==> config.mk <==
export PLATFORM = sky130hd
export DESIGN_NAME = lcti_div_step
export DESIGN_NICKNAME = d
export VERILOG_FILES = /design/src/hw/rtl/lcti_pkg.sv /design/src/hw/rtl/lcti_div_step.sv
export SDC_FILE = /design/constraint.sdc
export NUM_CORES = 1
export LEC_CHECK = 0
export BUFFER_PORTS_ARGS = -buffer_cell sky130_fd_sc_hd__buf_2
export CORE_AREA = 2 2 290 292
export CTS_BUF_LIST = sky130_fd_sc_hd__clkbuf_8
export CTS_CLUSTER_DIAMETER = 40
export DETAILED_ROUTE_END_ITERATION = 8
export DIE_AREA = 0 0 292 294
export MAX_ROUTING_LAYER = met4
export PLACE_DENSITY_LB_ADDON = 0.15
export SETUP_SLACK_MARGIN = 0.1
export SLEW_MARGIN = 40
export SYNTH_ARGS = -nofsm -noshare
export SYNTH_HDL_FRONTEND = slang
export SYNTH_SLANG_ARGS = --single-unit
==> constraint.sdc <==
create_clock -name clk -period 0.8 [get_ports clk]
set_input_delay 0.16 -clock clk [delete_from_list [all_inputs] [get_ports clk]]
set_output_delay 0.16 -clock clk [all_outputs]
set_load 0.005 [all_outputs]
==> src/hw/rtl/lcti_pkg.sv <==
// Shared types, constants and lane setup for the line clipper.
// No dependencies; used by the top level, front end, divider step and pick modules.
`timescale 1ns / 1ps

package lcti_pkg;

    localparam int QW    = 13;  // quotient bits, covers limits up to 8191
    localparam int CFG_W = 13;  // width of the size registers
    localparam int REM_W = 46;  // divider remainder
    localparam int NUM_W = 47;  // signed numerator before sign fix

    // register indexes (paddr[2])
    localparam logic REG_IMG_WIDTH  = 1'b0;
    localparam logic REG_IMG_HEIGHT = 1'b1;

    // one border candidate traveling through the divider
    typedef struct packed {
        logic             ok;
        logic [REM_W-1:0] rem;
        logic [31:0]      den;
        logic [QW-1:0]    q;
    } lane_t;

    typedef lane_t [3:0] lane_vec_t;

    // Normalize to a positive divisor and run the keep test 0 <= n/d < lim
    function automatic lane_t lane_prep(
        input logic signed [NUM_W-1:0] n,
        input logic signed [31:0]      d,
        input logic signed [NUM_W-1:0] limd,
        input logic                    en
    );
        lane_t                   r;
        logic signed [NUM_W-1:0] nn;
        logic signed [NUM_W-1:0] ll;
        logic signed [32:0]      dd;
        dd    = d[31] ? -(33'(d)) : 33'(d);
        nn    = d[31] ? -n : n;
        ll    = d[31] ? -limd : limd;
        r.ok  = en && (d != 32'sd0) && !nn[NUM_W-1] && (nn < ll);
        r.rem = nn[REM_W-1:0];
        r.den = dd[31:0];
        r.q   = '0;
        return r;
    endfunction

endpackage

==> src/hw/rtl/lcti_div_step.sv <==
// One restoring-division step, one quotient bit for all four candidates.
// Depends on lcti_pkg.
`timescale 1ns / 1ps

module lcti_div_step
#(
    parameter int BIT = 0
)
(
    input  logic                clk,
    input  logic                rst_n,
    input  logic                en,
    input  logic                in_valid,
    input  lcti_pkg::lane_vec_t in_lanes,
    output logic                out_valid,
    output lcti_pkg::lane_vec_t out_lanes
);

    logic                v_reg;
    lcti_pkg::lane_vec_t lanes_next, lanes_reg;
    logic [lcti_pkg::REM_W-1:0] trial [4];

    // compare and subtract the shifted divisor
    always_comb
    begin
        for (int i = 0; i < 4; i++)
        begin
            lanes_next[i] = in_lanes[i];
            trial[i] = lcti_pkg::REM_W'(in_lanes[i].den) << BIT;
            if (in_lanes[i].rem >= trial[i])
            begin
                lanes_next[i].rem    = in_lanes[i].rem - trial[i];
                lanes_next[i].q[BIT] = 1'b1;
            end
        end
    end

    always_ff @(posedge clk or negedge rst_n)
    begin
        if (!rst_n)
            v_reg <= 1'b0;
        else if (en)
            v_reg <= in_valid;
    end

    always_ff @(posedge clk)
    begin
        if (en)
            lanes_reg <= lanes_next;
    end

    assign out_valid = v_reg;
    assign out_lanes = lanes_reg;

endmodule

# Word level (Yosys, flattened, before mapping)
# Index checks and enable logic that the tools add are counted.
[classes]
addsub = 4
order_cmp = 4
n_mux = 4
[ops]
columns = ["op", "n"]
rows = [
  ["46-bit by 32-bit greater-or-equal comparator with 1-bit output", 4],
  ["46-bit two-way mux", 4],
  ["46-bit by 32-bit subtractor with 46-bit output", 4],
]
[word_totals]
register_bits = 369
inputBits = 372

# Depth between registers and ports, before layout
# Gate-level depths: netlist of the first run.
[depth]
ltp_word = 2
mapped_depth = 14

# Worst setup path before layout of the first run
# OpenSTA, ideal clock, no wires.
[synth_timing]
path_type = "input -> register"
from = "input in_lanes[321] in the netlist's numbering"
to = "register lanes_reg, in the netlist out_lanes[361] (data pin)"
setup_ps = 271
t_arrival_ps = 2664
t_required_ps = 529
path_slack_ps = -2136
stages = 13
path_buffers = 0
path_cell_list = "inv_1 > ha_1 > inv_1 > fa_1 > a21o_1 > a221oi_2 > o21ai_2 > a21oi_2 > o221ai_2 > a221oi_2 > o2111ai_1 > nor4_1 > xor2_1"
[synth_rtl]
columns = ["element", "line_no", "source"]
rows = [
  ["start, declared", "lcti_div_step.sv:14", "input lcti_pkg::lane_vec_t in_lanes,"],
  ["end signal, assigned", "lcti_div_step.sv:49", "lanes_reg <= lanes_next;"],
  ["end, declared", "lcti_div_step.sv:20", "lcti_pkg::lane_vec_t lanes_next, lanes_reg;"],
]

==> run metrics, run 1 <==
XOR/XNOR Fraction of Synth Area=6.85%; Core Region=82900 µm²; CTS root buf=clkbuf_8; Clock Skew=0 ps; timing-limited maximum frequency=0.413 GHz; largest net degree at the start of global routing=43; RePlAce Congestion=0.893; FFs w/ async S/R, synth=0.271%; DP Cell Count=4414; final net count=4404; Syn Nets=2505; cell area power density=1640 nW/µm²; mapped cell area=21400 µm²; setup ws final=-1620 ps; Max Root-Sink Buffers=3; Hold Vio Cnt, Final=10; worst hold path type=in2reg; LEAKAGE=18.5 nW; CP max stage cell=fa_2; most used cell, CP=buf_4; Area Growth Syn to Fin=98.3%; Yosys reg bits=369; Core Rows=106; routed vias=23300; initial core utilization=25.8%; vias in the first global route=24300; DRT antenna net count=0; Startpoint Class=input port; 1st-iter DRT viols=1090; critical path peak fanout=4; Main synth FF type=edfxtp_1; mux contribution to synthesized area=1.21%; fin util=51.1%; Post-Synth Adder-Cell Area=7.87%; vias per inst=4.59; Num CTS Buffers=80; clock slew at reported path FFs=60 ps; I/O Buffers=740; CP cell instances=buf_12, inv_12, ha_4, inv_2, fa_2, a21o_1, a221oi_2, buf_4, o21ai_4, a21oi_2, o221ai_2, a221oi_4, buf_4, o2111ai_4, nor3_2, xor2_1; post-synthesis cell type count=77; final cell count without fillers=5077; Critical Path AT=2830 ps; Max VDD drop=1.41 mV; Die H=294 µm; Ports=741; Warnings, synthesis=0; # DRC=0; Tmin final=2420 ps; largest family of logic cells by synthesized area=compound AO/OA/AOI/OAI gates; first-pass GRT wire length=142 mm; Setup violations, final=577; crit path kind=in2reg; DIE WIDTH=292 µm; share of post-route cells with drive strength above 1=55.3%; Worst Tran Pin Value=753 ps; RSZ-0062 raised after global routing=yes; Setup TNS=-453340 ps; compound-cell area share of the yosys netlist=15.2%; # clock sinks=369; Reg2Reg Setup Slack=50 ps; Crit path required time=1210 ps; Synth Instances=2001; Slew HR=49.7%; Avg Cell Area, Syn=10.7 µm²; violated checks=hold timing, setup timing; CP Capture Type=register; crit share post-route=303%; DR pass1 iterations=5; Seq/Total Area, Yosys=51.9%; gr usage total=22.1%; grt ovf=0; die area=85800 µm²; slowest stage delay, CP=340 ps; Final Max Tran Viols=0; CTS tree=done; Hold WS=-334 ps; initial antenna violation count=34; Routed Wire Length=97.9 mm; routed length per placed instance=19.3 µm; clock latency on the worst-skew pair=680 ps; CTS H-tree lvls=3; Max-cap violations=0; Synth Area in Simple Gates=13.0%; status=finished with violations; hpwl dp=72.6 mm; Post-synth EDFFs=368
routing by layer:
metal	part of all wire [%]	up-vias	GRT usage [%]
met5	0	-	-
met4	3.4	0	9.30
met3	6.1	179	5.04
met2	51	691	38.3
met1	39	11200	24.5
li1	-	11200	-
layout by cell type, fill, tap and decap left out, types with 17 or more instances in the layout:
| cell type | n |
|---|---|
| o21ai_0 | 44 |
| nor3_1 | 17 |
| clkbuf_8 | 82 |
| o21a_1 | 17 |
| a21oi_1 | 116 |
| clkinv_1 | 20 |
| a21oi_2 | 83 |
| nor2_1 | 85 |
| buf_4 | 672 |
| ha_4 | 58 |
| buf_12 | 29 |
| buf_8 | 19 |
| nand3_1 | 22 |
| nand4_1 | 36 |
| edfxtp_1 | 368 |
| buf_2 | 691 |
| nor2_4 | 59 |
| buf_6 | 92 |
| xnor2_1 | 74 |
| o21ai_2 | 42 |
| diode_2 | 32 |
| nand2_2 | 21 |
| nand2_1 | 134 |
| inv_2 | 31 |
| a21o_1 | 61 |
| dlygate4sd3_1 | 359 |
| xor2_1 | 73 |
| inv_1 | 120 |
| ha_1 | 69 |
| o21bai_1 | 18 |
path summary, 6_finish.rpt:
| kind | endpoint | cells after the start | start |
|---|---|---|---|
| worst max-delay path | out_lanes[357] | 16 | in_lanes[321] |
| worst min-delay path | out_lanes[197] | 1 | in_lanes[197] |
| worst max register to register | out_valid | 1 | out_valid |
| worst min register to register | out_valid | 1 | out_valid |
| max in group asynchronous | out_valid | 3 | rst_n |
| min in group asynchronous | out_valid | 3 | rst_n |
cells in the mapped netlist (4+ instances only):
cell type / number / area, µm²
edfxtp_1: 368 / 11100
a21oi_1: 204 / 1020
nand2_1: 163 / 612
nor2_1: 160 / 601
inv_1: 156 / 586
ha_1: 128 / 1600
o21ai_0: 99 / 495
xnor2_1: 85 / 744
xor2_1: 82 / 718
a21o_1: 61 / 458
nor3_1: 40 / 200
clkbuf_1: 38 / 143
nand4_1: 36 / 225
nand3_1: 31 / 155
nor4_1: 22 / 138
mux2_2: 21 / 236
buf_2: 20 / 100
nand2b_1: 18 / 113
o21a_1: 18 / 135
o21bai_1: 18 / 135
or3_1: 18 / 113
and3_1: 17 / 106
o31ai_1: 15 / 113
a211oi_1: 14 / 105
a31oi_1: 12 / 75.1
and2_1: 12 / 75.1
nor2b_1: 12 / 75.1
o21ai_1: 9 / 45.0
nor3b_1: 7 / 52.6
or2_2: 7 / 43.8
o2111ai_1: 6 / 52.6
or4_1: 6 / 45.0
a211o_1: 5 / 43.8
and4_1: 5 / 43.8
buf_1: 5 / 18.8
o211ai_1: 5 / 37.5
a21boi_0: 4 / 30.0
a221oi_1: 4 / 35.0
a311oi_1: 4 / 35.0
fa_1: 4 / 80.1
nand3b_1: 4 / 30.0
nor3_2: 4 / 40.0
timing repair:
item,in CTS,in global routing
hold buffers,351,8
setup endpoints to repair,558,577
endpoints found under the hold margin,386,19
pin swaps,169,159
cloned,15,6
gates resized for setup,422,356
setup buffers,61,66
layout make-up:
| cell class | instances | area, µm² |
|---|---|---|
| Fill cell | 7469 | 40500 |
| Inverter | 157 | 697 |
| Clock buffer | 82 | 1130 |
| Antenna cell | 32 | 80.1 |
| Sequential cell | 369 | 11100 |
| Multi-Input combinational cell | 1412 | 12900 |
| Timing Repair Buffer | 1880 | 14500 |
| Clock inverter | 65 | 639 |
| Tap cell | 1080 | 1350 |
stage by stage:
step / power, mW / area, µm² / worst slack, ps
after floorplan: 32.2 / 22600 / -2010
final: 69.4 / 42300 / -1620
after global placement: 42.1 / 32200 / -2400
after CTS: 68.5 / 40100 / -1500
after detailed placement: 42.1 / 32200 / -2400
after global routing: 72.7 / 42300 / -1780
flip-flops by register name, indices dropped and copies added, names as in the netlist:
name       cells
out_lanes    368
out_valid      1
logic make-up (layout without fill, tap and decap cells):
kind of cell,after synthesis,after routing
xor gates and xnor gates,167,167
muxes,23,23
adders and majority gates,132,132
buffers and inverters,220,2184
other,0,32
and+or+nand+nor,571,571
AOI/OAI and AO/OA,519,519
DFF,369,369
critical path, delay by kind of cell:
kind	cells	cell delay, ps
compound gates	7	1350
xor+xnor	1	80
fa+ha+maj	2	450
buf+inv	5	550
simple gates	1	230
report_power, final:
part           total (mW)  switching [mW]  internal (mW)
combinational        21.6            10.1           11.5
clock                23.1            9.57           13.6
sequential           24.7           0.720           24.0
No activity file was read; power rests on OpenSTA's default activity.
==> run 2: changes to the inputs <==
Settings changed: CORE_AREA 2 2 290 292 to 2 2 285 287, CTS_BUF_LIST sky130_fd_sc_hd__clkbuf_8 to not set, DIE_AREA 0 0 292 294 to 0 0 287 289, HOLD_SLACK_MARGIN set to 0.08.
==> run metrics, run 2 (synthesis gave the netlist of run 1 again) <==
Die H=289 µm; most frequent cells in the layout=buf_2 (692), buf_4 (674), edfxtp_1 (368); clock slew at reported path FFs=60 ps; vias per inst=4.58; commonest non-fill, non-tap cell in the layout=buf_2; post-route cell area=42400 µm²; Hold Path Cell Cnt=1; DIE WIDTH=287 µm; max reg flops=368; RePlAce Congestion=0.913; CTS root buf=clkbuf_16; critical path peak fanout=7; Startpoint Class=input port; Clock Skew=0 ps; min-delay src=in_lanes[197]; Max Root-Sink Buffers=3; initial antenna violation count=26; Area after DPL=32000 µm²; 1st-iter DRT viols=877; worst hold path type=in2reg; grt ovf=0; Worst R2R Path Depth=1; CTS tree=done; Setup violations, final=557; Hold WS=-272 ps; Hold EP=out_lanes[197]; first-pass GRT wire length=139 mm; setup ws final=-1650 ps; cell area power density=1810 nW/µm²; # clock sinks=369; reg2reg start=out_valid; R2R Path End=out_valid; initial core utilization=26.7%; status=finished with violations; Max VDD drop=1.82 mV; Core Rows=104; crit share post-route=306%; routed length per placed instance=19.1 µm; Ports=741; Slew HR=63.7%; CP Capture Type=register; Hold Vio Cnt, Final=22; pre-CTS setup slack=-2370 ps; largest net degree at the start of global routing=40; final net count=4337; Worst Tran Pin Value=539 ps; Tmin final=2450 ps; Final Max Tran Viols=0; Crit path required time=1160 ps; LEAKAGE=18.7 nW; Num CTS Buffers=71; routed vias=22800; share of post-route cells with drive strength above 1=56.2%; Area Growth Syn to Fin=98.5%; Core Region=79900 µm²; violated checks=hold timing, setup timing; crit path kind=in2reg; Max-cap violations=0; Critical Path AT=2810 ps; DR pass1 iterations=5; CTS H-tree lvls=3; I/O Buffers=740; timing-limited maximum frequency=0.408 GHz; DRT antenna net count=0; RSZ-0062 raised after global routing=yes; die area=82900 µm²; Routed Wire Length=95.1 mm; # DRC=0; vias in the first global route=24000; gr usage total=22.3%; hpwl dp=70.8 mm; clock latency on the worst-skew pair=590 ps; Reg2Reg Setup Slack=20 ps
## run 2: cell types whose count changed in the layout (fill, tap and decap cells not counted), moves of 7 or more
cell and delta:
nand2_1 -14, dlygate4sd3_1 -54, inv_6 +11, buf_6 -16
diode_2 -8, o21ai_1 +8, nand2_4 +15, buf_12 +8
clkbuf_16 +73, clkbuf_1 +7, clkinv_1 -17, clkbuf_8 -82
## run 2: area by class of cell
cell class | instances | area (µm²)
antenna | 24 | 60.1
clock buffer | 79 | 1830
clock inverter | 51 | 642
fill | 7144 | 37500
inverter | 157 | 684
multi-input combinational | 1412 | 12800
sequential | 369 | 11100
tap | 1060 | 1330
timing repair buffer | 1822 | 14000
## run 2: critical path: stages
cell and delay, ps:
buf_12 110, inv_12 40, ha_4 120, inv_2 30
fa_2 330, a21o_1 260, a221oi_2 300, o21ai_2 120
o311a_4 400, o21ai_4 200, o31ai_4 130, buf_12 170
buf_12 140, mux2_4 290
## run 2: what timing repair did
item                                    CTS  global route
resized for setup                       445           328
hold buffers                            303             2
cloned                                   18             7
pin swaps                               141           120
endpoints found under the setup margin  558           558
hold endpoints to repair                389            68
setup buffers                            88            45
## run 2: worst max path at each step
stage / depth (start not counted) / slack, ps / from / end
6_report: 14 / -1650 / in_lanes[321] / out_lanes[349]
3_3_place_gp: 14 / -2340 / in_lanes[321] / out_lanes[361]
5_1_grt: 15 / -1720 / in_lanes[321] / out_lanes[361]
4_1_cts: 15 / -1580 / in_lanes[321] / out_lanes[361]
3_5_place_dp: 14 / -2370 / in_lanes[321] / out_lanes[361]
2_1_floorplan: 13 / -2010 / in_lanes[321] / out_lanes[361]
## run 2: power by group
group	internal, mW	leakage [nW]	total [mW]	switching [mW]
Sequential	24.0	3.61	24.7	0.746
Clock	19.9	1.20	31.2	11.3
Combinational	11.0	13.9	20.7	9.70
Total	54.9	18.7	76.7	21.8
## run 2: metrics by stage
| step | util, % | TNS (ps) | power, mW | hold slack, ps | std cells |
|---|---|---|---|---|---|
| 3_5_place_dp | 40.1 | -463960 | 41.8 | -64.4 | 4377 |
| 3_3_place_gp | 40.1 | -456320 | 41.8 | -65.1 | 4377 |
| 2_1_floorplan | - | -307510 | 32.2 | -136 | 2001 |
| 5_1_grt | 53.1 | -465600 | 80.0 | -306 | 4974 |
| 4_1_cts | 50.9 | -442190 | 76.1 | -317 | 4912 |
| 6_report | 53.1 | -433890 | 76.7 | -272 | 4974 |
## run 2: layer usage
metal / track usage (%) / share of wire, % / up-vias
met5: - / 0 / -
met4: 9.73 / 3.9 / 0
met3: 4.83 / 5.9 / 180
met2: 37.8 / 50 / 633
met1: 25.5 / 40 / 10900
li1: - / - / 11100
