[src/hw/rtl/lcti_pkg.sv]
// Shared types, constants and lane setup for the line clipper.
// No dependencies; used by the top level, front end, divider step and pick modules.
`timescale 1ns / 1ps

package lcti_pkg;

    localparam int QW    = 13;  // quotient bits, covers limits up to 8191
    localparam int CFG_W = 13;  // width of the size registers
    localparam int REM_W = 46;  // divider remainder
    localparam int NUM_W = 47;  // signed numerator before sign fix

    // register indexes (paddr[2])
    localparam logic REG_IMG_WIDTH  = 1'b0;
    localparam logic REG_IMG_HEIGHT = 1'b1;

    // one border candidate traveling through the divider
    typedef struct packed {
        logic             ok;
        logic [REM_W-1:0] rem;
        logic [31:0]      den;
        logic [QW-1:0]    q;
    } lane_t;

    typedef lane_t [3:0] lane_vec_t;

    // Normalize to a positive divisor and run the keep test 0 <= n/d < lim
    function automatic lane_t lane_prep(
        input logic signed [NUM_W-1:0] n,
        input logic signed [31:0]      d,
        input logic signed [NUM_W-1:0] limd,
        input logic                    en
    );
        lane_t                   r;
        logic signed [NUM_W-1:0] nn;
        logic signed [NUM_W-1:0] ll;
        logic signed [32:0]      dd;
        dd    = d[31] ? -(33'(d)) : 33'(d);
        nn    = d[31] ? -n : n;
        ll    = d[31] ? -limd : limd;
        r.ok  = en && (d != 32'sd0) && !nn[NUM_W-1] && (nn < ll);
        r.rem = nn[REM_W-1:0];
        r.den = dd[31:0];
        r.q   = '0;
        return r;
    endfunction

endpackage

[src/hw/rtl/lcti_pick.sv]
// Picks the first two kept candidates and registers the result beat.
// Depends on lcti_pkg.
`timescale 1ns / 1ps

module lcti_pick
#(
    parameter int COORD_BITS = 12
)
(
    input  logic                       clk,
    input  logic                       rst_n,
    input  logic                       en,
    input  logic                       in_valid,
    input  lcti_pkg::lane_vec_t        in_lanes,
    input  logic [lcti_pkg::CFG_W-1:0] img_w,
    input  logic [lcti_pkg::CFG_W-1:0] img_h,
    output logic                       out_valid,
    output logic [((1 + 4*COORD_BITS + 7) / 8) * 8 - 1:0] out_data
);

    localparam int TDW = ((1 + 4*COORD_BITS + 7) / 8) * 8;

    logic                      v_reg;
    logic [TDW-1:0]            data_reg, data_next;
    logic [lcti_pkg::QW-1:0]   px [4];
    logic [lcti_pkg::QW-1:0]   py [4];
    logic [1:0]                first, second;
    logic [2:0]                cnt;
    logic [31:0]               sx, sy, ex, ey;
    logic [lcti_pkg::CFG_W-1:0] wm1, hm1;

    assign wm1 = img_w - 13'd1;
    assign hm1 = img_h - 13'd1;

    // candidate points in border order
    always_comb
    begin
        px[0] = '0;
        py[0] = in_lanes[0].q;
        px[1] = wm1;
        py[1] = in_lanes[1].q;
        px[2] = in_lanes[2].q;
        py[2] = '0;
        px[3] = in_lanes[3].q;
        py[3] = hm1;
    end

    // first two kept candidates
    always_comb
    begin
        first  = 2'd0;
        second = 2'd0;
        cnt    = 3'd0;
        for (int i = 0; i < 4; i++)
        begin
            if (in_lanes[i].ok)
            begin
                if (cnt == 3'd0)
                    first = 2'(i);
                else if (cnt == 3'd1)
                    second = 2'(i);
                cnt = cnt + 3'd1;
            end
        end
        sx = 32'(px[first]);
        sy = 32'(py[first]);
        ex = 32'(px[second]);
        ey = 32'(py[second]);
        data_next = '0;
        if (cnt >= 3'd2)
            data_next[4*COORD_BITS:0] = {ey[COORD_BITS-1:0], ex[COORD_BITS-1:0],
                                         sy[COORD_BITS-1:0], sx[COORD_BITS-1:0], 1'b1};
    end

    always_ff @(posedge clk or negedge rst_n)
    begin
        if (!rst_n)
            v_reg <= 1'b0;
        else if (en)
            v_reg <= in_valid;
    end

    always_ff @(posedge clk)
    begin
        if (en)
            data_reg <= data_next;
    end

    assign out_valid = v_reg;
    assign out_data  = data_reg;

endmodule

[config.mk]
export PLATFORM = sky130hd
export DESIGN_NAME = lcti_pick
export DESIGN_NICKNAME = d
export VERILOG_FILES = /design/src/hw/rtl/lcti_pkg.sv /design/src/hw/rtl/lcti_pick.sv
export SDC_FILE = /design/constraint.sdc
export NUM_CORES = 1
export LEC_CHECK = 0
export ABC_CLOCK_PERIOD_IN_PS = 1610
export BUFFER_PORTS_ARGS = -buffer_cell sky130_fd_sc_hd__buf_2
export CAP_MARGIN = 10
export CORE_AREA = 5 5 173 175
export CTS_CLUSTER_DIAMETER = 40
export DETAILED_ROUTE_END_ITERATION = 10
export DIE_AREA = 0 0 178 180
export GPL_TIMING_DRIVEN = 0
export SLEW_MARGIN = 20
export SYNTH_ARGS = -nofsm -noshare
export SYNTH_HDL_FRONTEND = slang
export SYNTH_SLANG_ARGS = --single-unit
[constraint.sdc]
create_clock -name clk -period 1.61 [get_ports clk]
set_clock_uncertainty 0.05 [all_clocks]
set_input_delay 0.322 -clock clk [delete_from_list [all_inputs] [get_ports clk]]
set_output_delay 0.322 -clock clk [all_outputs]
set_load 0.05 [all_outputs]
# Word level (Yosys, flattened, before mapping)
# Index checks and enable logic that the tools add are counted.
[op_classes]
eq_ne = 3
order_cmp = 3
n_mux = 32
bitwise = 2
reduce_logical = 3
add_sub_neg = 5
[ops]
columns = ["operator", "n"]
rows = [
  ["binary-select mux 13 bit (select 2 bit)", 4],
  ["2-to-1 mux 12 bit", 8],
  ["subtractor 13 x 1 -> 13 bit (second input constant)", 2],
  ["2-to-1 mux 2 bit", 10],
  ["adder 3 x 1 -> 3 bit (second input constant)", 3],
  ["equality test 3 x 1 -> 1 bit (second input constant)", 3],
  ["zero test 3 bit", 3],
  ["2-to-1 mux 3 bit", 3],
  ["2-to-1 mux 1 bit", 7],
  [">= comparator 3 bit (second input constant)", 2],
  ["NOT 2 -> 3 bit", 2],
  [">= comparator 3 x 2 -> 1 bit (second input constant)", 1],
]
[word_totals]
out_inout_bits = 57
ff_bits = 50
wordCells = 51
in_bits = 398

# Depth between registers and ports, before layout
# Gate-level depths: netlist (run 1).
[logic_depth]
ltp_word = 15
depth_mapped = 11
mapped_depth_nobuf = 9

# Worst setup path after synthesis (run 1)
# OpenSTA, ideal clock, no wires.
[synth_timing]
path_kind = "input to register"
start = "in in_lanes[91] (netlist bit)"
end = "reg data_reg[1], in the netlist out_data[1], data pin"
arrival_time_ps = 2239
setup_time_ps = 270
required_time_ps = 1290
cell_stages = 10
n_path_buf = 1
setup_slack_ps = -949
cell_sequence = "inv_1 -> ha_1 -> and2_1 -> or2_2 -> ha_1 -> a21oi_1 -> clkbuf_1 -> nor3_1 -> o21ai_0 -> a21oi_1"
[synth_via]
elab_chain_len = 12
word_cells_on_any_way = 21
cone_classes = "add/sub (3); order compare (1); mux (13); bitwise (1); reduce/logical (3)"
[synth_lines]
columns = ["element", "line", "text"]
rows = [
  ["from (decl)", "lcti_pick.sv:14", "input lcti_pkg::lane_vec_t in_lanes,"],
  ["2-to-1 mux 1 bit (*)", "lcti_pick.sv:56", "if (in_lanes[i].ok)"],
  ["parallel branches: the longest is 11 deep, another holds adder 3 x 1 -> 3 bit", "-", ""],
  ["to (signal assigned)", "lcti_pick.sv:86", "data_reg <= data_next;"],
  ["to (decl)", "lcti_pick.sv:24", "logic [TDW-1:0] data_reg, data_next;"],
]
# Every way passes the cells marked *. The select of a mux whose other input is x is not followed.
# A chain may end at the register's enable or synchronous reset.

# Worst setup path in the final report (run 1)
[layout_timing]
start = "in in_lanes[91] (netlist bit)"
end = "reg data_reg[31], in the netlist out_data[31], data pin"
[layout_via]
elab_chain_len = 15
word_cells_on_any_way = 27
cone_classes = "add/sub (3); order compare (1); eq/ne (3); mux (16); bitwise (1); reduce/logical (3)"
[layout_lines]
columns = ["element", "line"]
rows = [
  ["2-to-1 mux 1 bit (*)", "lcti_pick.sv:56"],
  ["parallel branches: the longest is 14 deep, another holds adder 3 x 1 -> 3 bit", "-"],
]
# Marks and branches as above.

==> results of run 1 <==
-- cells by family (layout without fill, tap and decap cells) --
group                      count (synthesis)  after routing  synth area share (%)
AOI/OAI and AO/OA                        139            139                  26.4
and+or+nand+nor                          126            126                  18.8
DFF                                       50             50                  40.9
buffers and inverters                     48            229                  6.16
xor gates and xnor gates                  10             10                  2.39
muxes                                     10             10                  2.80
adders and majority gates                  7              7                  2.39
other                                      1             12                 0.103
-- cell usage in the layout, fill, tap and decap left out, types with 5 or more instances in the layout --
cell       count
edfxtp_1      49
diode_2        5
buf_2        126
nand3_1        5
clkbuf_2       6
nor2b_1        8
a31oi_4        5
nor2_1        23
o21ai_2        5
nand4_1        5
a21oi_4        6
nand2_2        7
buf_12        12
a21oi_2       22
o32ai_4        5
o32ai_2       10
xnor2_1        6
o21ai_1        8
nor3b_1        7
buf_8         10
conb_1         7
nand2_1       16
nor2_4         5
inv_1          9
o21a_1         9
nor3_1         6
clkbuf_16      6
a21oi_1        7
o211ai_1      10
buf_6         12
buf_4         36
-- sequential cells by signal (all words and copies together), names as in the netlist --
register / flops
out_valid: 1
out_data: 49
-- what timing repair did --
item,CTS,global route
pin swaps,30,19
hold endpoints to repair,1,0
gates resized for setup,125,83
setup endpoints to repair,49,49
hold buffers,1,0
gates cloned,5,0
buffers inserted,30,16
-- worst paths after layout --
check | endpoint | slack [ns] | cells past startpoint
worst max-delay path | out_data[31] | -0.54 | 12
worst min-delay path | out_valid | 0.21 | 2
worst max register to register | out_valid | 0.82 | 1
worst min register to register | out_valid | 0.46 | 1
max in group asynchronous | out_valid | 1.14 | 2
min in group asynchronous | out_valid | 0.28 | 2
-- worst max-delay path, cell delays in order --
cell       delay, ns
buf_12          0.10
inv_12          0.03
ha_4            0.15
and2_4          0.15
or2_4           0.23
ha_4            0.18
nand4b_1        0.21
and3_4          0.24
clkbuf_16       0.16
buf_6           0.13
nor2_2          0.13
o32ai_4         0.10
-- synthesized netlist by cell type (3+ instances only) --
cell        n
a2bb2oi_1   3
o21a_1      9
nand2_1    25
o32ai_1    16
xor2_1      3
a21oi_1    35
edfxtp_1   49
nand3_1     6
o211ai_1   10
o21ai_0    14
nand2b_1    6
o22ai_1     5
buf_4       7
nor3b_1     7
clkbuf_1   18
nor4_1      6
xnor2_1     7
inv_1      12
o21ai_1     5
buf_2       9
mux2i_1     8
a211oi_1    8
and2_1      4
a31oi_1     9
ha_1        7
nor2b_1     8
nand4_1     5
o221ai_1    3
nor3_1     10
nor2_1     30
-- per-layer routing --
metal  routed length [µm]  vias to the layer above  track usage [%]
li1                     -                     1889                -
met1                 7790                     2108             13.7
met2                 8930                      266             17.3
met3                 1800                       73             4.16
met4                  619                       18             3.81
met5                  118                        -                0
-- cell type report --
cell class	count	share of cell area (%)
Multi-Input combinational cell	299	42.7
Sequential cell	50	22.6
Timing Repair Buffer	178	18.7
Tap cell	384	7.26
Buffer	30	4.78
Clock buffer	6	1.95
Inverter	13	1.17
Clock inverter	2	0.567
Antenna cell	5	0.189
-- power groups by stage --
stage | Combinational (mW) | Sequential, mW | Clock [mW]
final | 2.70 | 1.69 | 1.27
after global routing | 2.80 | 1.70 | 1.33
after CTS | 2.40 | 1.69 | 1.28
after detailed placement | 1.85 | 1.71 | 0
after global placement | 1.85 | 1.72 | 0
after floorplan | 0.714 | 2.26 | 0
==> parameters.txt, run 1 <==
Parameter                              Value

Flow run
  Count of max-cap constraint violations    0

Route
  Post-route DRC violation count    0
  Vias post-DR    4354
  Overall routed net length    19300 µm
  Mean number of vias per cell    4.50
  Number of iterations in the first detailed-routing pass    7
  Detail-routed net length per standard cell    19.9 µm
  Violation count after the first detailed-route iteration    443
  Post-DRT Antenna Nets    0

Floorplan
  Core area    0.0283 mm²
  DIE WIDTH    178 µm
  Die outline area    0.0320 mm²
  I/O pin cnt    455
  Vert. Die Dim    180 µm
  Effective utilization at floorplan    12.9%
  Placement Rows    62

Placement
  Final weighted congestion in routability-driven placement    0.839
  HPWL after detailed placement    13500 µm
  Total instance count after detailed placement    908
  Port bufs    127
  Post-placement cell area    0.00500 mm²
  Setup WS pre-CTS    -1.38 ns

Logic synthesis
  Library cells used by synthesis    64
  Top-area cell type share of the netlist area    40.2%
  Synthesized area per cell    9.36 µm²
  Number of enable-type register cells in the synthesized netlist    49
  Synth async-reset ratio    2.00%
  Most area-hungry cell type in the Yosys netlist    edfxtp_1
  Post-synthesis instance area    0.00366 mm²
  Area contributors post-synth    edfxtp_1 40%, a21oi_1 4.8%, o32ai_1 3.8%
  Number of warnings printed during yosys synthesis    0
  Main flop type after synthesis    edfxtp_1
  Seq/Total Area, Yosys    40.9%
  Seq cells post-synth    50
  Gate count after technology mapping    391

CTS
  H-tree levels    2
  Clk Tree Root Cell    clkbuf_16
  Skew-Pair Late Insertion Delay    0.29 ns
  Clock tree from TritonCTS    yes
  Number of clock buffers inserted by TritonCTS    5
  Worst-path clk slew    0.08 ns
  CTS Buffer Depth    2
  CTS sink cnt    50

Min path
  Hold Startpoint    in_valid
  Path type of the worst min-delay path    input pin to flip-flop

Global route
  GRT Total Usage    11.0%
  Pin count of the biggest net entering global routing    51
  Leftover overflow at the end of global routing    0
  First-pass GRT wire length    26400 µm
  Antenna violations before repair    14
  Number of global-route vias before repair    4108

Timing
  Least setup slack across all paths after layout    -0.541 ns
  Hold violation count in the final report    0
  Unrepaired setup endpoints after global routing    yes
  Worst rel slew slack    43.2%
  Min Hold Slack    0.206 ns
  Setup Total Neg Slack    -20.41 ns
  Upper clock frequency limit    465 MHz
  Time the final worst path needs with I/O delays and setup    2.15 ns
  Share of the clock period used by the worst path    134%
  Setup violators final    49
  Number of max-slew violations in the final report    0
  Worst slew pin tran    0.846 ns

Critical path
  Worst reg2reg startpoint    out_valid
  Critical setup path kind    input pin to flip-flop
  Startpoint type of the worst setup path    input pin
  Worst endpoint required time    1.60 ns
  CP endpoint kind    flip-flop
  Arrival time reported for the critical path endpoint    2.14 ns
  Critical path origin    in_lanes[91]
  Crit-path max FO    8

Power
  Pwr dens    854 mW/mm²
  Worst VDD drop    0.381 mV
  Internal power of the cells    3.40 mW
  Combinational fraction of design power    47.8%
  Leakage dissipation    2.38 nW
  Part of the total power dissipated in sequential elements    29.9%
  Sw Ratio    39.8%
  Final Total Pwr    5.65 mW
  Total net switching power    2.25 mW
  Proportion of power drawn by the clock network    22.4%

Cells and area
  Footprint of the multi-input gates    0.00283 mm²
  Share of final-layout standard cells stronger than drive strength 1    59.3%
  Combined flip-flop and latch cell area    0.00150 mm²
  Final-layout fill cell count    2986
  Non-filler cells in the finished layout    967
  Post-route cell area    0.00662 mm²
  Area added between synthesis and finish    81.0%
  Nets    982
  Final cell utilization of the core    23.4%

Status
  Outcome    finished, violations left
  Violations in the final reports    setup timing
Note: power is estimated with default switching activity, not from simulation.
==> run 2, diff against run 1 <==
- CELL_PAD_IN_SITES_DETAIL_PLACEMENT: not set -> 1
- CELL_PAD_IN_SITES_GLOBAL_PLACEMENT: not set -> 1
- CORE_AREA: 5 5 173 175 -> 5 5 175 177
- DIE_AREA: 0 0 178 180 -> 0 0 180 182
- PLACE_DENSITY_LB_ADDON: not set -> 0.1
==> parameters.txt, run 2 (synthesis results as in run 1) <==
Parameter                              Value

Route
  Mean number of vias per cell    4.29 (was 4.50)
  Vias post-DR    4191 (was 4354)
  Number of iterations in the first detailed-routing pass    4 (was 7)
  Detail-routed net length per standard cell    22.8 µm (was 19.9 µm)
  Violation count after the first detailed-route iteration    159 (was 443)
  Post-route DRC violation count    0 (unchanged)
  Overall routed net length    22300 µm (was 19300 µm)
  Post-DRT Antenna Nets    0 (unchanged)

Critical path
  Arrival time reported for the critical path endpoint    2.28 ns (was 2.14 ns)
  Worst endpoint required time    1.68 ns (was 1.60 ns)
  Setup slack of the worst register-to-register path    0.81 ns (was 0.82 ns)
  Endpoint of the worst register-to-register path    out_valid (unchanged)
  Worst reg2reg startpoint    out_valid (unchanged)
  Critical path origin    in_lanes[91] (unchanged)
  Path length in cells of the critical path    12 (unchanged)
  Worst-path cell with the longest stage delay    a31oi_4 (was and3_4)
  CP endpoint    out_data[35] (was out_data[31])
  Crit-path max FO    6 (was 8)
  Family with the most delay on the worst path    simple AND/OR/NAND/NOR gates (unchanged)
  CP endpoint kind    flip-flop (unchanged)
  Critical setup path kind    input pin to flip-flop (unchanged)
  Cell depth of the worst flop-to-flop path    1 (unchanged)
  Bufs and invs on worst path    4 (unchanged)
  Startpoint type of the worst setup path    input pin (unchanged)
  Delay of the slowest critical-path stage    0.29 ns (was 0.24 ns)
  Critical path, cell by cell    buf_12, inv_12, ha_4, and2_4, or2_4, ha_4, nand4b_1, buf_4, nand3_4, buf_12, nand4_1, a31oi_4 (was buf_12, inv_12, ha_4, and2_4, or2_4, ha_4, nand4b_1, and3_4, clkbuf_16, buf_6, nor2_2, o32ai_4)

Timing
  Worst rel slew slack    50.8% (was 43.2%)
  Hold violation count in the final report    0 (unchanged)
  Worst slew pin tran    0.738 ns (was 0.846 ns)
  Number of max-slew violations in the final report    0 (unchanged)
  Share of the clock period used by the worst path    137% (was 134%)
  Upper clock frequency limit    453 MHz (was 465 MHz)
  Setup violators final    49 (unchanged)
  Unrepaired setup endpoints after global routing    yes (unchanged)
  Time the final worst path needs with I/O delays and setup    2.21 ns (was 2.15 ns)
  Least setup slack across all paths after layout    -0.595 ns (was -0.541 ns)

Flow run
  Count of max-cap constraint violations    0 (unchanged)

Floorplan
  DIE WIDTH    180 µm (was 178 µm)
  Placement Rows    63 (was 62)
  I/O pin cnt    455 (unchanged)
  Die outline area    0.0328 mm² (was 0.0320 mm²)
  Vert. Die Dim    182 µm (was 180 µm)
  Effective utilization at floorplan    12.6% (was 12.9%)
  Core area    0.0291 mm² (was 0.0283 mm²)

CTS
  Clk Tree Root Cell    clkbuf_16 (unchanged)
  H-tree levels    2 (unchanged)
  Worst-path clk slew    0.08 ns (about the same)
  Number of clock buffers inserted by TritonCTS    5 (unchanged)
  Skew-Pair Late Insertion Delay    0.31 ns (was 0.29 ns)
  CTS Buffer Depth    2 (unchanged)
  Clock tree from TritonCTS    yes (unchanged)
  CTS sink cnt    50 (unchanged)

Global route
  Number of global-route vias before repair    4499 (was 4108)
  GRT Total Usage    13.1% (was 11.0%)
  Grt met1 use    18.5% (was 13.7%)
  Leftover overflow at the end of global routing    0 (unchanged)
  Met3 Use GR    2.64% (was 4.16%)
  First-pass GRT wire length    31900 µm (was 26400 µm)
  Pin count of the biggest net entering global routing    51 (unchanged)
  Antenna violations before repair    1 (was 14)
  Met2 Use GR    20.7% (was 17.3%)
  Global routing's busiest layer    met2 (unchanged)

Cells and area
  Area added between synthesis and finish    89.3% (was 81.0%)
  Commonest cells after routing, fill and taps aside    125 x buf_2, 49 x edfxtp_1, 34 x buf_4 (was 126 x buf_2, 49 x edfxtp_1, 36 x buf_4)
  Nets    990 (was 982)
  Share of final-layout standard cells stronger than drive strength 1    60.9% (was 59.3%)
  Most frequent standard cell in the layout excluding fill and tap cells    buf_2 (unchanged)
  Non-filler cells in the finished layout    977 (was 967)
  Number of flip-flops in the largest register    49 (unchanged)

Status
  Violations in the final reports    setup timing (unchanged)
  Outcome    finished, violations left (unchanged)

Power
  Pwr dens    827 mW/mm² (was 854 mW/mm²)
  Worst VDD drop    0.374 mV (was 0.381 mV)
  Final Total Pwr    5.73 mW (was 5.65 mW)
  Leakage dissipation    2.47 nW (was 2.38 nW)

Placement
  HPWL after detailed placement    15900 µm (was 13500 µm)
  Port bufs    127 (unchanged)
  Final weighted congestion in routability-driven placement    0.753 (was 0.839)
  Total instance count after detailed placement    914 (was 908)

Min path
  Path type of the worst min-delay path    input pin to flip-flop (unchanged)
  Cell depth of the worst hold path    2 (unchanged)
## run 2: final cells by class
type	count	area, µm²
fill	3297	22200
buffer	31	374
clock buffer	5	125
tap	390	488
multi-input combinational	301	3020
antenna	1	2.50
sequential	50	1500
timing repair buffer	183	1320
inverter	13	78.8
clock inverter	3	21.3
## run 2: repair_timing
item / 4_1_cts / 5_1_grt
setup buffers: 37 / 10
hold buffers: 1 / 0
gates resized for setup: 169 / 69
gates cloned: 8 / 2
setup endpoints to repair: 49 / 49
pin swaps: 55 / 32
hold endpoints to repair: 1 / 0
## run 2: through the flow
| step | area, µm² | TNS, ns | util [%] | hold slack, ns | worst slack [ns] |
|---|---|---|---|---|---|
| after floorplan | 3890 | -24.64 | - | -0.0236 | -0.598 |
| after global placement | 5010 | -73.21 | 17.2 | 0.0466 | -1.82 |
| after detailed placement | 5010 | -66.67 | 17.2 | 0.0483 | -1.78 |
| after CTS | 6470 | -21.52 | 22.2 | 0.181 | -0.522 |
| after global routing | 6920 | -25.15 | 23.8 | 0.193 | -0.620 |
| final | 6930 | -22.31 | 23.8 | 0.194 | -0.595 |
## run 2: report_power, final
part           leakage (nW)  switching [mW]  internal [mW]  total, mW
registers             0.483          0.0527           1.63       1.68
logic                  1.92            1.80           1.10       2.90
clock network        0.0698           0.568          0.579       1.15
## run 2: how the worst min path moves through the flow
stage | startpoint | endpoint | slack [ns]
3_3_place_gp | rst_n | out_valid | 0.05
3_5_place_dp | rst_n | out_valid | 0.05
4_1_cts | in_valid | out_valid | 0.18
6_report | in_valid | out_valid | 0.19
2_1_floorplan | rst_n | out_valid | -0.02
5_1_grt | in_valid | out_valid | 0.19
## run 2: metal layers
metal | routed length (µm) | vias to the layer above | part of all wire (%)
met5 | 20 | - | 0.090
met4 | 318 | 2 | 1.4
met3 | 958 | 23 | 4.3
met2 | 10200 | 104 | 46
met1 | 10800 | 2157 | 48
li1 | - | 1905 | -
==> run 3, diff against run 2 <==
- TNS_END_PERCENT: not set -> 5
==> parameters.txt, run 3 (synthesis results as in run 1) <==
Parameter                              Value

Timing
  Upper clock frequency limit    452 MHz (was 453 MHz)
  Share of the clock period used by the worst path    137% (about the same)
  Worst slew pin tran    0.770 ns (was 0.738 ns)
  Setup violators final    49 (unchanged)
  Worst rel slew slack    48.3% (was 50.8%)
  Unrepaired setup endpoints after global routing    yes (unchanged)
  Time the final worst path needs with I/O delays and setup    2.21 ns (about the same)
  Number of max-slew violations in the final report    0 (unchanged)
  Setup Total Neg Slack    -24.24 ns (was -22.31 ns)
  Least setup slack across all paths after layout    -0.601 ns (was -0.595 ns)
  Hold violation count in the final report    0 (unchanged)

Cells and area
  Nets    973 (was 990)
  Final cell utilization of the core    21.3% (was 23.8%)
  Final-layout fill cell count    3334 (was 3297)
  Most frequent standard cell in the layout excluding fill and tap cells    buf_2 (unchanged)
  Number of flip-flops in the largest register    49 (unchanged)
  Non-filler cells in the finished layout    960 (was 977)
  Share of final-layout standard cells stronger than drive strength 1    51.1% (was 60.9%)
  Commonest cells after routing, fill and taps aside    129 x buf_2, 49 x edfxtp_1, 37 x buf_4 (was 125 x buf_2, 49 x edfxtp_1, 34 x buf_4)
  Area added between synthesis and finish    69.5% (was 89.3%)

Critical path
  Bufs and invs on worst path    4 (unchanged)
  Critical setup path kind    input pin to flip-flop (unchanged)
  Arrival time reported for the critical path endpoint    2.20 ns (was 2.28 ns)
  CP endpoint kind    flip-flop (unchanged)
  Critical path, cell by cell    buf_12, inv_12, ha_4, and2_4, or2_4, ha_4, nand4bb_4, and3_4, clkbuf_16, buf_8, nor2_1, o32ai_4 (was buf_12, inv_12, ha_4, and2_4, or2_4, ha_4, nand4b_1, buf_4, nand3_4, buf_12, nand4_1, a31oi_4)
  Worst-path cell with the longest stage delay    or2_4 (was a31oi_4)
  CP most frequent cell    ha_4
  Family with the most delay on the worst path    simple AND/OR/NAND/NOR gates (unchanged)
  Startpoint type of the worst setup path    input pin (unchanged)
  Delay of the slowest critical-path stage    0.23 ns (was 0.29 ns)
  Worst endpoint required time    1.60 ns (was 1.68 ns)
  Crit-path max FO    6 (unchanged)

Route
  Post-DRT Antenna Nets    0 (unchanged)
  Number of iterations in the first detailed-routing pass    4 (unchanged)
  Uppermost metal layer occupied by signal nets    met5 (unchanged)
  Length of routed wiring on met1    10200 µm (was 10800 µm)
  Overall routed net length    21200 µm (was 22300 µm)
  Vias post-DR    3957 (was 4191)
  Routed length on met3    924 µm (was 958 µm)
  Post-route DRC violation count    0 (unchanged)
  Detail-routed net length per standard cell    22.1 µm (was 22.8 µm)
  Sum of met2 wire segment lengths after detailed routing    9740 µm (was 10200 µm)
  Violation count after the first detailed-route iteration    149 (was 159)
  Mean number of vias per cell    4.12 (was 4.29)

Placement
  Final weighted congestion in routability-driven placement    0.746 (was 0.753)
  HPWL after detailed placement    15800 µm (was 15900 µm)
  Total instance count after detailed placement    914 (unchanged)
  Port bufs    127 (unchanged)

Floorplan
  Effective utilization at floorplan    12.6% (unchanged)
  Placement Rows    63 (unchanged)
  DIE WIDTH    180 µm (unchanged)
  I/O pin cnt    455 (unchanged)
  Vert. Die Dim    182 µm (unchanged)
  Die outline area    0.0328 mm² (unchanged)
  Core area    0.0291 mm² (unchanged)

CTS
  CTS Buffer Depth    2 (unchanged)
  CTS sink cnt    50 (unchanged)
  Number of clock buffers inserted by TritonCTS    5 (unchanged)
  H-tree levels    2 (unchanged)
  Clk Tree Root Cell    clkbuf_16 (unchanged)
  Skew-Pair Late Insertion Delay    0.30 ns (was 0.31 ns)
  Clock tree from TritonCTS    yes (unchanged)
  Worst-path clk slew    0.08 ns (about the same)

Global route
  Pin count of the biggest net entering global routing    51 (unchanged)
  GRT Total Usage    12.6% (was 13.1%)
  Leftover overflow at the end of global routing    0 (unchanged)
  First-pass GRT wire length    30700 µm (was 31900 µm)
  Antenna violations before repair    3 (was 1)
  Number of global-route vias before repair    4381 (was 4499)

Power
  Sw Ratio    41.8% (was 42.2%)
  Proportion of power drawn by the clock network    21.2% (was 20.0%)
  Leakage dissipation    2.25 nW (was 2.47 nW)
  Worst VDD drop    0.439 mV (was 0.374 mV)
  Combinational fraction of design power    47.3% (was 50.6%)
  Internal power of the cells    3.10 mW (was 3.31 mW)
  Total net switching power    2.23 mW (was 2.42 mW)
  Pwr dens    859 mW/mm² (was 827 mW/mm²)
  Part of the total power dissipated in sequential elements    31.5% (was 29.4%)

Flow run
  Count of max-cap constraint violations    0 (unchanged)

Min path
  Path type of the worst min-delay path    input pin to flip-flop (unchanged)

Status
  Outcome    finished, violations left (unchanged)
  Violations in the final reports    setup timing (unchanged)
[run 3: cell type report]
cell class / instances / area (µm²) / share of cell area [%]
clock inverters: 3 / 21.3 / 0.343
clock buffers: 5 / 125 / 2.02
diodes: 1 / 2.50 / 0.0404
multi-input cells: 299 / 2610 / 42.2
well taps: 390 / 488 / 7.87
repair buffers: 168 / 1070 / 17.3
flip-flops and latches: 50 / 1500 / 24.1
plain buffers: 31 / 305 / 4.92
inverters: 13 / 75.1 / 1.21
[run 3: path summary, 6_finish.rpt]
path / start / endpoint / slack [ns] / depth (start not counted)
setup / recovery: in_lanes[183] / out_data[31] / -0.60 / 12
hold / removal: in_valid / out_valid / 0.20 / 2
setup reg to reg: out_valid / out_valid / 0.82 / 1
hold reg to reg: out_valid / out_valid / 0.47 / 1
max in group asynchronous: rst_n / out_valid / 1.16 / 2
min in group asynchronous: rst_n / out_valid / 0.26 / 2
[run 3: power groups by stage]
stage / registers, mW / logic [mW] / clock network (mW)
5_1_grt: 1.70 / 2.66 / 1.22
3_3_place_gp: 1.71 / 1.93 / 0
2_1_floorplan: 2.26 / 0.671 / 0
3_5_place_dp: 1.71 / 1.92 / 0
6_report: 1.68 / 2.52 / 1.13
4_1_cts: 1.69 / 2.43 / 1.20
[run 3: metal layers]
layer	GRT usage (%)	up-vias
met5	0	-
met4	2.86	4
met3	2.24	21
met2	20.3	104
met1	17.7	1966
li1	-	1862
[run 3: repair_timing]
item	4_1_cts	5_1_grt
gates resized for setup	126	31
cloned	2	0
pin swaps	33	10
hold endpoints to repair	1	0
buffers inserted	28	10
endpoints found under the setup margin	49	49
hold buffers	1	0
[run 3: per-stage QoR]
stage	hold WS, ns	worst slack [ns]	area (µm²)	power (mW)
after global placement	0.0467	-1.81	4940	3.64
final	0.201	-0.601	6200	5.33
after CTS	0.187	-0.600	5970	5.31
after floorplan	-0.0236	-0.618	3810	2.93
after global routing	0.197	-0.644	6200	5.58
after detailed placement	0.0490	-1.80	4940	3.63
